**config.mk**
```make
export PLATFORM = sky130hd
export DESIGN_NAME = utf8_stream_validator_core
export DESIGN_NICKNAME = d
export VERILOG_FILES = /design/src/sv/utf8v_pkg.sv /design/src/sv/utf8_stream_validator_core.sv
export SDC_FILE = /design/constraint.sdc
export NUM_CORES = 1
export LEC_CHECK = 0
export BUFFER_PORTS_ARGS = -buffer_cell sky130_fd_sc_hd__buf_2
export CAP_MARGIN = 20
export CORE_AREA = 2 2 39 41
export DETAILED_ROUTE_END_ITERATION = 10
export DIE_AREA = 0 0 41 43
export PLACE_DENSITY = 0.63
export SETUP_SLACK_MARGIN = 0.4
export SLEW_MARGIN = 20
export SYNTH_ARGS = -nofsm -noshare
export SYNTH_HDL_FRONTEND = slang
export SYNTH_SLANG_ARGS = --single-unit
```
**constraint.sdc**
```tcl
create_clock -name aclk -period 1.5 [get_ports aclk]
set_input_delay 0.3 -clock aclk [delete_from_list [all_inputs] [get_ports aclk]]
set_output_delay 0.3 -clock aclk [all_outputs]
set_load 0.05 [all_outputs]
```
**src/sv/utf8v_pkg.sv**
```systemverilog
// Package with the byte class constants and the sequence state type of the UTF-8 validator.
package utf8v_pkg;

    localparam int unsigned BYTE_W = 8;

    // Lead byte boundaries and the continuation byte pattern.
    localparam logic [BYTE_W-1:0] LEAD_TWO_MIN   = 8'h80;
    localparam logic [BYTE_W-1:0] LEAD_TWO_LOW   = 8'hC0;
    localparam logic [BYTE_W-1:0] LEAD_THREE_LOW = 8'hE0;
    localparam logic [BYTE_W-1:0] LEAD_BAD_LOW   = 8'hF0;
    localparam logic [BYTE_W-1:0] CONT_MASK      = 8'hC0;
    localparam logic [BYTE_W-1:0] CONT_PATTERN   = 8'h80;

    // What the next byte of the message must be.
    typedef enum logic [1:0] {
        PEND_LEAD      = 2'd0,  // a lead or a single byte
        PEND_FINAL     = 2'd1,  // the last continuation of a sequence
        PEND_FIRST     = 2'd2,  // the first of two continuations
        PEND_BAD_FINAL = 2'd3   // third byte after a bad first continuation
    } pend_t;

endpackage

```
**src/sv/utf8_stream_validator_core.sv**
```systemverilog
// Top level of the streaming UTF-8 validator with its result buffer.
//
//  Channel | Direction | Ports                              | Request carries
//  --------+-----------+------------------------------------+--------------------------
//  s_      | in        | s_valid s_ready s_byte_value       | one message byte and the
//          |           | s_last_byte                        | flag on the final byte
//  m_      | out       | m_valid m_ready m_is_valid         | verdict for one message
//
// One byte is taken in every clock cycle while s_ready is high; a message's
// verdict is registered in the output register, or the skid entry if that is held.
// The sequence state and the sticky error flag feed back into their own
// update, which is a single comparison and selection.
// Reset (aresetn, synchronous, active low) clears the sequence state and both
// result buffer entries; it needs no clearing pass.
// A stalled m_ side does not stop the input: the output register and a skid
// entry hold up to two verdicts, and s_ready falls only once both are full.
module utf8_stream_validator_core (
    input  logic                            aclk,
    input  logic                            aresetn,
    input  logic                            s_valid,
    output logic                            s_ready,
    input  logic [utf8v_pkg::BYTE_W-1:0]    s_byte_value,
    input  logic                            s_last_byte,
    output logic                            m_valid,
    input  logic                            m_ready,
    output logic                            m_is_valid
);
    import utf8v_pkg::*;

    pend_t pend_reg, pend_next;
    logic  err_reg, err_next;

    // Result register and skid entry.
    logic out_valid_reg, out_valid_next;
    logic out_ok_reg, out_ok_next;
    logic skid_valid_reg, skid_valid_next;
    logic skid_ok_reg, skid_ok_next;

    // Per-byte evaluation.
    pend_t pend_after;
    logic  err_after;
    logic  is_cont;
    logic  in_take;
    logic  verdict_push;
    logic  verdict_ok;
    logic  out_take;

    assign in_take  = s_valid && s_ready;
    assign out_take = out_valid_reg && m_ready;
    assign is_cont  = (s_byte_value & CONT_MASK) == CONT_PATTERN;

    // Sequence state after this byte, before the end of message clears it.
    // Once an error is seen the remaining bytes of the message are ignored.
    always_comb begin
        pend_after = pend_reg;
        err_after  = err_reg;
        if (!err_reg) begin
            case (pend_reg)
                PEND_FINAL: begin
                    if (!is_cont) begin
                        err_after = 1'b1;
                    end
                    pend_after = PEND_LEAD;
                end
                PEND_FIRST: begin
                    pend_after = is_cont ? PEND_FINAL : PEND_BAD_FINAL;
                end
                PEND_BAD_FINAL: begin
                    // The bad first continuation counts only once a third byte arrives.
                    err_after  = 1'b1;
                    pend_after = PEND_LEAD;
                end
                default: begin
                    if (s_byte_value < LEAD_TWO_MIN) begin
                        pend_after = PEND_LEAD;
                    end else if (s_byte_value < LEAD_TWO_LOW) begin
                        err_after = 1'b1;
                    end else if (s_byte_value < LEAD_THREE_LOW) begin
                        pend_after = PEND_FINAL;
                    end else if (s_byte_value < LEAD_BAD_LOW) begin
                        pend_after = PEND_FIRST;
                    end else begin
                        err_after = 1'b1;
                    end
                end
            endcase
        end
    end

    // Next state: the last byte of a message returns everything to the start.
    always_comb begin
        pend_next = pend_reg;
        err_next  = err_reg;
        if (in_take) begin
            if (s_last_byte) begin
                pend_next = PEND_LEAD;
                err_next  = 1'b0;
            end else begin
                pend_next = pend_after;
                err_next  = err_after;
            end
        end
    end

    // Outputs of the evaluation: a verdict is produced on the last byte only.
    // A message cut short inside a sequence still passes.
    always_comb begin
        verdict_push = in_take && s_last_byte;
        verdict_ok   = !err_after;
    end

    // Result buffer. The skid entry fills only when the output register is
    // held by a stalled request; it drains into the output register first.
    always_comb begin
        out_valid_next  = out_valid_reg;
        out_ok_next     = out_ok_reg;
        skid_valid_next = skid_valid_reg;
        skid_ok_next    = skid_ok_reg;
        if (!out_valid_reg || out_take) begin
            if (skid_valid_reg) begin
                out_valid_next  = 1'b1;
                out_ok_next     = skid_ok_reg;
                skid_valid_next = verdict_push;
                skid_ok_next    = verdict_ok;
            end else begin
                out_valid_next = verdict_push;
                out_ok_next    = verdict_ok;
            end
        end else if (verdict_push) begin
            skid_valid_next = 1'b1;
            skid_ok_next    = verdict_ok;
        end
    end

    always_ff @(posedge aclk) begin
        if (!aresetn) begin
            pend_reg       <= PEND_LEAD;
            err_reg        <= 1'b0;
            out_valid_reg  <= 1'b0;
            skid_valid_reg <= 1'b0;
        end else begin
            pend_reg       <= pend_next;
            err_reg        <= err_next;
            out_valid_reg  <= out_valid_next;
            skid_valid_reg <= skid_valid_next;
        end
    end

    always_ff @(posedge aclk) begin
        out_ok_reg  <= out_ok_next;
        skid_ok_reg <= skid_ok_next;
    end

    assign s_ready    = !skid_valid_reg;
    assign m_valid    = out_valid_reg;
    assign m_is_valid = out_ok_reg;

endmodule

```
Yosys cells after proc, flatten, opt, wreduce, memory -nomap -nowiden. Cells that the tools add are included.

Bits in registers: 7.

Magnitude comparators: 4. Equality and inequality tests: 7. Mux-type cells: 24. Reduce and logical (&&, ||, !) cells: 12.

Operators with widths (count): $lt 8x8->1 const B (4); $mux 1 (15); $mux 2 (7); $eq 2x2->1 const B (3); $reduce_bool 6->1 (1); $ne 5x4->1 const B (1); $ne 2x2->1 const B (2); $pmux 2 s2 (1); $reduce_and 4->1 (1); $logic_and 1x1->1 (3); $logic_not 1->1 (3); $pmux 1 s3 (1); $eq 2x1->1 const B (1); $reduce_and 2->1 (1); $reduce_bool 2->1 (1); $reduce_or 2->1 (1); $logic_or 1x1->1 (1).

Logic depth before layout (Yosys ltp). Gate-level depths: netlist of run 1.

Word-level depth: 10. Depth in mapped cells: 4.

Worst setup path after synthesis of run 1. Ideal clock, no wire load.

Kind: reg-to-reg. Start point: register out_valid_reg, in the netlist m_valid. End point: register skid_ok_reg (enable). Setup time: 290 ps. Path slack: 116 ps. Cell stages (with the launch flop): 4. Clock period less this slack: 1384 ps. Data arrival time: 1093 ps. Cells stage by stage: dfxtp_1 nand2b_1 nor3_1 a21o_1.

Cells in the longest elaborated chain, start to end: 4.

RTL lines: start, declared (RTL line utf8_stream_validator_core.sv:34) `logic out_valid_reg, out_valid_next;`; start signal, assigned (RTL line utf8_stream_validator_core.sv:144) `out_valid_reg <= out_valid_next;`; $logic_not 1->1 or $logic_and 1x1->1 (tied branches) (RTL line utf8_stream_validator_core.sv:119, utf8_stream_validator_core.sv:49); $logic_or 1x1->1 (*) (RTL line utf8_stream_validator_core.sv:119) `if (!out_valid_reg || out_take) begin`; $ne 2x2->1 (no source line) or $reduce_bool 2->1 (tied branches); $reduce_and 2->1 (no source line) (*); end signal, assigned (RTL line utf8_stream_validator_core.sv:151) `skid_ok_reg <= skid_ok_next;`; end, declared (RTL line utf8_stream_validator_core.sv:37) `logic skid_ok_reg, skid_ok_next;`.

Mark *: on every way between the ends. The rest lies on a longest branch, timed or not. A chain may end at the register's enable or synchronous reset.

Worst setup path after layout of run 1.
Start point: register pend_reg[0]. End point: register pend_reg[1].

Cells in the longest elaborated chain, start to end: 5.

RTL lines: start, declared (RTL line utf8_stream_validator_core.sv:30) `pend_t pend_reg, pend_next;`; start signal, assigned (RTL line utf8_stream_validator_core.sv:142) `pend_reg <= pend_next;`; $eq 2x2->1 or $eq 2x1->1 (tied branches) (RTL line utf8_stream_validator_core.sv:58) `case (pend_reg)`; $reduce_or 2->1 (no source line); $pmux 2 s2 (RTL line utf8_stream_validator_core.sv:58); $mux 2 (RTL line utf8_stream_validator_core.sv:57) `if (!err_reg) begin`; $mux 2 (RTL line utf8_stream_validator_core.sv:95) `if (s_last_byte) begin`.

Parallel ways exist; a longest one is shown, timed or not. The select of a mux whose other input is x is not followed.

==> out/summary.txt, run 1 <==
Vias per inst = 5.03
Critical-path top delay cell = dfxtp_4
Worst EP arrival = 1.30 ns
CP Class = register to register
Hold crit path type = input pin to register
Worst path bufs/invs = 0
CP Depth = 3
WP data required = 1.64 ns
Area of the multi-input gates = 270 µm²
Clock Pin Slew Worst Setup and Hold Paths = 0.06 ns
Pin count of the biggest net entering global routing = 10
Max incr delay on CP = 0.37 ns
Synth Area per Inst = 9.61 µm²
Antenna Cells = 0
P&R area growth vs syn = 40.8%
Clk buf depth = 2
CTS sink cnt = 7
Crit-path max FO = 7
Fin. Hold Viols = 0
Worst Tran Pin Value = 0.365 ns
Die Height = 43 µm
Crit Reg-Reg Startpoint = pend_reg[0]
DRT met1 WL = 441 µm
Fillers = 130
Synth cell types = 29
Worst-path cell chain = nor3b_1, a2111oi_4, o221a_1
Gate count of the mapped netlist = 44
Fin crit period = 1.16 ns
Leakage = 0.227 nW
Gr usage total = 12.8%
Drt pass-1 iters = 3
Area leader, netlist = dfxtp_1
Top cells by area, synth = dfxtp_1 24%, edfxtp_1 14%, inv_1 4.4%, a2111oi_2 3.6%, a21boi_0 3.6%
Routed WL = 922 µm
Reg2reg path depth = 3
Synthesized area = 423 µm²
Critical Path Sink = pend_reg[1]
CP Launch Type = register
Peak supply drop = 0.418 mV
Top Family by Delay on Critical Path = flip-flops
Max cap viols = 0
Hold path cells = 2
Slew Limit Fails = 0
H-tree depth = 1
First-pass GRT wire length = 1460 µm
#FFs+latches synth = 7
ANT nets after route = 0
PwrDens = 788 nW/µm²
Die area = 1760 µm²
Status = finished, final reports clean
IO buf count = 11
Synthesized net count = 57
Nets@finish = 73
Num CTS Buffers = 3
Reg-to-Reg End = pend_reg[1]
Antenna violations before repair = 0
WL per Instance = 12.3 µm
Setup Viol. Count Final = 0
Clk_lat worst skew = 0.25 ns
Commonest non-fill, non-tap cell in the layout = buf_2
Final hold slack = 0.347 ns
Setup TNS Final = 0 ns
Placer congestion estimate = 0.705
Unrepaired setup endpoints after global routing = yes
Max reg flops = 2
Top layer in use = met4
Fmax = 862 MHz
WL met2 = 441 µm
Slew headroom = 75.6%
Root buffer cell = clkbuf_4
Crit path capture type = register
DR iter-0 viols = 2
Part of the cycle the worst path needs = 77.3%
Die Wd = 41 µm
Register area share after synthesis = 37.9%
Commonest cells after routing, fill and taps aside = 8 x buf_2, 4 x inv_1, 3 x clkbuf_4, 3 x dfxtp_4, 3 x buf_4
Routed wl met3 = 16 µm
Worst reg2reg setup slack = 0.34 ns
CTS tree = built
Max Clock Skew = 0.00646 ns
Layout cells sized above 1 = 44.1%
Ys Warns = 0
Row count = 14
Total power after layout = 0.469 mW
# DRC = 0
Vias in the first global route = 347
Core area = 1380 µm²
Vias = 377
FF+latch area = 171 µm²
Crit path launch = pend_reg[0]
CTS Hold Bufs = 0
Total congestion overflow = 0
Initial core utilization = 30.6%
I/O pin cnt = 16
Area fraction of the dominant cell type after synthesis = 23.7%
## where the power goes
| part | leakage, nW | internal [mW] | switching (mW) |
|---|---|---|---|
| Combinational | 0.150 | 0.0391 | 0.0510 |
| Sequential | 0.0617 | 0.199 | 0.00564 |
| Clock | 0.0150 | 0.102 | 0.0721 |
| Total | 0.227 | 0.340 | 0.129 |
## synthesized netlist by cell type
cell type and number:
dfxtp_1 5, inv_1 5, a21boi_0 2, a21oi_1 2
edfxtp_1 2, nand2_1 2, nand2b_1 2, nor3b_1 2
o21ai_0 2, a2111oi_2 1, a211oi_1 1, a21bo_1 1
a21o_1 1, a31o_2 1, a31oi_1 1, a32o_1 1
and2b_1 1, and3b_1 1, and4b_2 1, buf_2 1
buf_4 1, mux2i_1 1, nand4b_1 1, nand4bb_1 1
nor2b_1 1, nor3_1 1, nor4b_1 1, o211ai_1 1
o221a_1 1
## worst min-delay path by stage
| stage | from | endpoint | slack (ns) |
|---|---|---|---|
| after detailed placement | pend_reg[0] | pend_reg[0] | 0.56 |
| after floorplan | aresetn | pend_reg[1] | 0.44 |
| final | aresetn | pend_reg[1] | 0.35 |
| after CTS | aresetn | pend_reg[1] | 0.33 |
| after global placement | pend_reg[0] | pend_reg[0] | 0.55 |
| after global routing | aresetn | pend_reg[1] | 0.33 |
## per-stage QoR
stage | std cells | worst slack [ns] | cell area [µm²] | utilization, %
after floorplan | 44 | 0.386 | 438 | -
after global placement | 69 | 0.256 | 500 | 36.2
after detailed placement | 69 | 0.242 | 500 | 36.2
after CTS | 75 | 0.337 | 574 | 41.5
after global routing | 75 | 0.303 | 596 | 43.0
final | 75 | 0.340 | 596 | 43.0
## cells by family after synthesis
group	synth area share (%)
buffers and inverters	7.40
flip-flops	37.9
multiplexers	2.37
AND/OR/NAND/NOR	24.3
AO/OA/AOI/OAI	28.1
## final cells by class
type | instances | area share [%]
flip-flops and latches | 7 | 28.8
inverters | 5 | 3.78
multi-input cells | 30 | 45.4
clock buffers | 4 | 4.41
repair buffers | 13 | 14.3
well taps | 16 | 3.36
## what timing repair did
item,CTS,global route
setup endpoints to repair,6,5
endpoints found under the hold margin,0,0
gates resized for setup,9,3
buffers inserted,2,0
pin swaps,2,2
cloned,0,0
## metal layers
metal	up-vias	GRT usage [%]
li1	200	-
met1	170	16.1
met2	5	17.5
met3	2	3.14
met4	0	10.0
met5	-	0
(Power assumes the default switching activity.)
==> inputs of run 2 (changes only) <==
--- a/config.mk
+++ b/config.mk
@@ -10,7 +10,7 @@
 export CORE_AREA = 2 2 39 41
 export DETAILED_ROUTE_END_ITERATION = 10
 export DIE_AREA = 0 0 41 43
-export PLACE_DENSITY = 0.63
+export PLACE_DENSITY = 0.65
 export SETUP_SLACK_MARGIN = 0.4
 export SLEW_MARGIN = 20
 export SYNTH_ARGS = -nofsm -noshare
==> constraint.sdc (replaced) <==
create_clock -name aclk -period 1 [get_ports aclk]
set_input_delay 0.2 -clock aclk [delete_from_list [all_inputs] [get_ports aclk]]
set_output_delay 0.2 -clock aclk [all_outputs]
set_load 0.05 [all_outputs]
==> run 2 against run 1 <==
Against the previous run:
- highest routed layer is now met3
- sequential share of layout area decreased by 7.3 points
- power is 65% higher
- sequential power rose by 52%
- sequential cell count stayed put
- clock power is 56% higher
- final area up 33%
- the run now ends with negative setup slack left
- combinational power up 110%
- die area did not move
- largest cell class unchanged
- critical path depth unchanged
==> out/summary.txt, run 2 (same netlist as run 1, synthesis figures left out) <==
Status = finished, violations left
Failing checks = negative setup slack
Placer congestion estimate = 0.744 (+5.5%)
Max cap viols = 0 (unchanged)
CP Class = register to output pin
DP Wirelength = 812 µm
Total power after layout = 0.775 mW (+65%)
First-pass GRT wire length = 2040 µm (+40%)
Root buffer cell = clkbuf_4
Crit Reg-Reg Startpoint = pend_reg[0]
Unrepaired setup endpoints after global routing = yes
Worst Tran Pin Value = 0.281 ns (-0.0843 ns)
Vias = 450 (+19%)
Vias per inst = 4.95 (-1.6%)
Worst reg2reg setup slack = -0.15 ns (-0.49 ns)
Setup slack after placement = -0.153 ns (-0.395 ns)
Routed WL = 1190 µm (+29%)
Placed Cells = 83 (+20%)
ANT nets after route = 0 (unchanged)
Total congestion overflow = 0 (unchanged)
Slew headroom = 81.3% (+5.6 points)
Nets@finish = 89 (+22%)
Worst-path cell chain = buf_12, clkinvlp_4, buf_8
Layout cells sized above 1 = 64.0% (+20 points)
Max incr delay on CP = 0.37 ns (about the same)
Post-route setup slack = -0.165 ns (-0.505 ns)
Max Clock Skew = 0.00581 ns (-0.000651 ns)
WL per Instance = 13.0 µm (+6.0%)
Crit path capture type = output pin
Peak supply drop = 0.489 mV (+17%)
CP Launch Type = register
Commonest non-fill, non-tap cell in the layout = buf_4
Clk buf depth = 2 (unchanged)
Leakage = 0.340 nW (+50%)
Area of the multi-input gates = 298 µm² (+10%)
Fin crit period = 1.17 ns
CTS sink cnt = 7 (unchanged)
Initial core utilization = 30.6% (unchanged)
Final hold slack = 0.335 ns (-0.0118 ns)
Reg-to-Reg End = pend_reg[1]
H-tree depth = 1 (unchanged)
FF+latch area = 170 µm² (-0.73%)
Placement Cell Area = 643 µm² (+29%)
Worst EP arrival = 0.97 ns (-0.33 ns)
Part of the cycle the worst path needs = 117%
Die Height = 43 µm (unchanged)
Setup TNS Final = -0.497 ns (-0.497 ns)
Critical-path top delay cell = dfxtp_4
Pin count of the biggest net entering global routing = 7 (-3)
Gr usage total = 17.6% (+4.8 points)
Max reg flops = 2 (unchanged)
Setup Viol. Count Final = 5 (+5)
PwrDens = 978 nW/µm² (+24%)
Reg2reg path depth = 3 (unchanged)
Drt pass-1 iters = 3 (unchanged)
I/O pin cnt = 16 (unchanged)
Fillers = 125 (-3.8%)
CTS Hold Bufs = 0 (unchanged)
P&R area growth vs syn = 87.3%
IO buf count = 11 (unchanged)
Die area = 1760 µm² (unchanged)
Crit-path max FO = 3 (-4)
Crit path launch = skid_valid_reg
Clock Pin Slew Worst Setup and Hold Paths = 0.06 ns (about the same)
DR iter-0 viols = 5 (+3)
Die Wd = 41 µm (unchanged)
# DRC = 0 (unchanged)
Post-Layout Inst Area = 792 µm² (+33%)
Fin. Hold Viols = 0 (unchanged)
Finished Layout Cells = 91 (+21%)
Row count = 14 (unchanged)
Core area = 1380 µm² (unchanged)
Num CTS Buffers = 3 (unchanged)
CTS tree = built
Core Util, Final = 57.2% (+14 points)
Fmax = 858 MHz
Critical Path Sink = s_ready
Vias in the first global route = 513 (+48%)
Antenna Cells = 0 (unchanged)
Hold crit path type = input pin to register
Antenna violations before repair = 0 (unchanged)
Slew Limit Fails = 0 (unchanged)
Commonest cells after routing, fill and taps aside = 10 x buf_4, 8 x buf_2, 8 x buf_6, 4 x inv_1, 3 x clkbuf_4
Clk_lat worst skew = 0.26 ns (about the same)
WP data required = 0.80 ns (-0.84 ns)
run 2: report_power, final:
| part | internal, mW | leakage [nW] | switching [mW] |
|---|---|---|---|
| clock network | 0.153 | 0.0150 | 0.119 |
| registers | 0.302 | 0.0618 | 0.00888 |
| logic | 0.100 | 0.263 | 0.0912 |
run 2: what timing repair did:
item,in CTS,in global routing
endpoints found under the setup margin,12,12
cloned,0,0
pin swaps,5,3
gates resized for setup,17,7
buffers inserted,3,1
run 2: final cells by class:
class | instances | share of cell area [%]
Multi-Input combinational cell | 30 | 37.6
Timing Repair Buffer | 29 | 32.2
Sequential cell | 7 | 21.5
Clock buffer | 4 | 3.32
Inverter | 5 | 2.84
Tap cell | 16 | 2.53
run 2: how the worst min path moves through the flow:
| stage | from | end | slack, ns | cells after the start |
|---|---|---|---|---|
| final | aresetn | m_valid | 0.33 | 3 |
| after CTS | s_last_byte | pend_reg[0] | 0.32 | 4 |
| after global routing | aresetn | m_valid | 0.34 | 3 |
| after floorplan | aresetn | pend_reg[1] | 0.34 | 1 |
| after detailed placement | pend_reg[0] | pend_reg[0] | 0.51 | 2 |
| after global placement | pend_reg[0] | pend_reg[0] | 0.50 | 2 |
run 2: worst max-delay path: cells and delay by family, from the launching register on:
family   cells  cell delay, ns
buf+inv      3            0.34
flops        1            0.37
run 2: layer usage:
metal,track usage [%],vias up,routed length (µm)
met3,4.71,0,23
met4,8.00,0,0
met2,31.3,7,691
met1,17.4,213,471
li1,-,230,-
met5,0,-,0
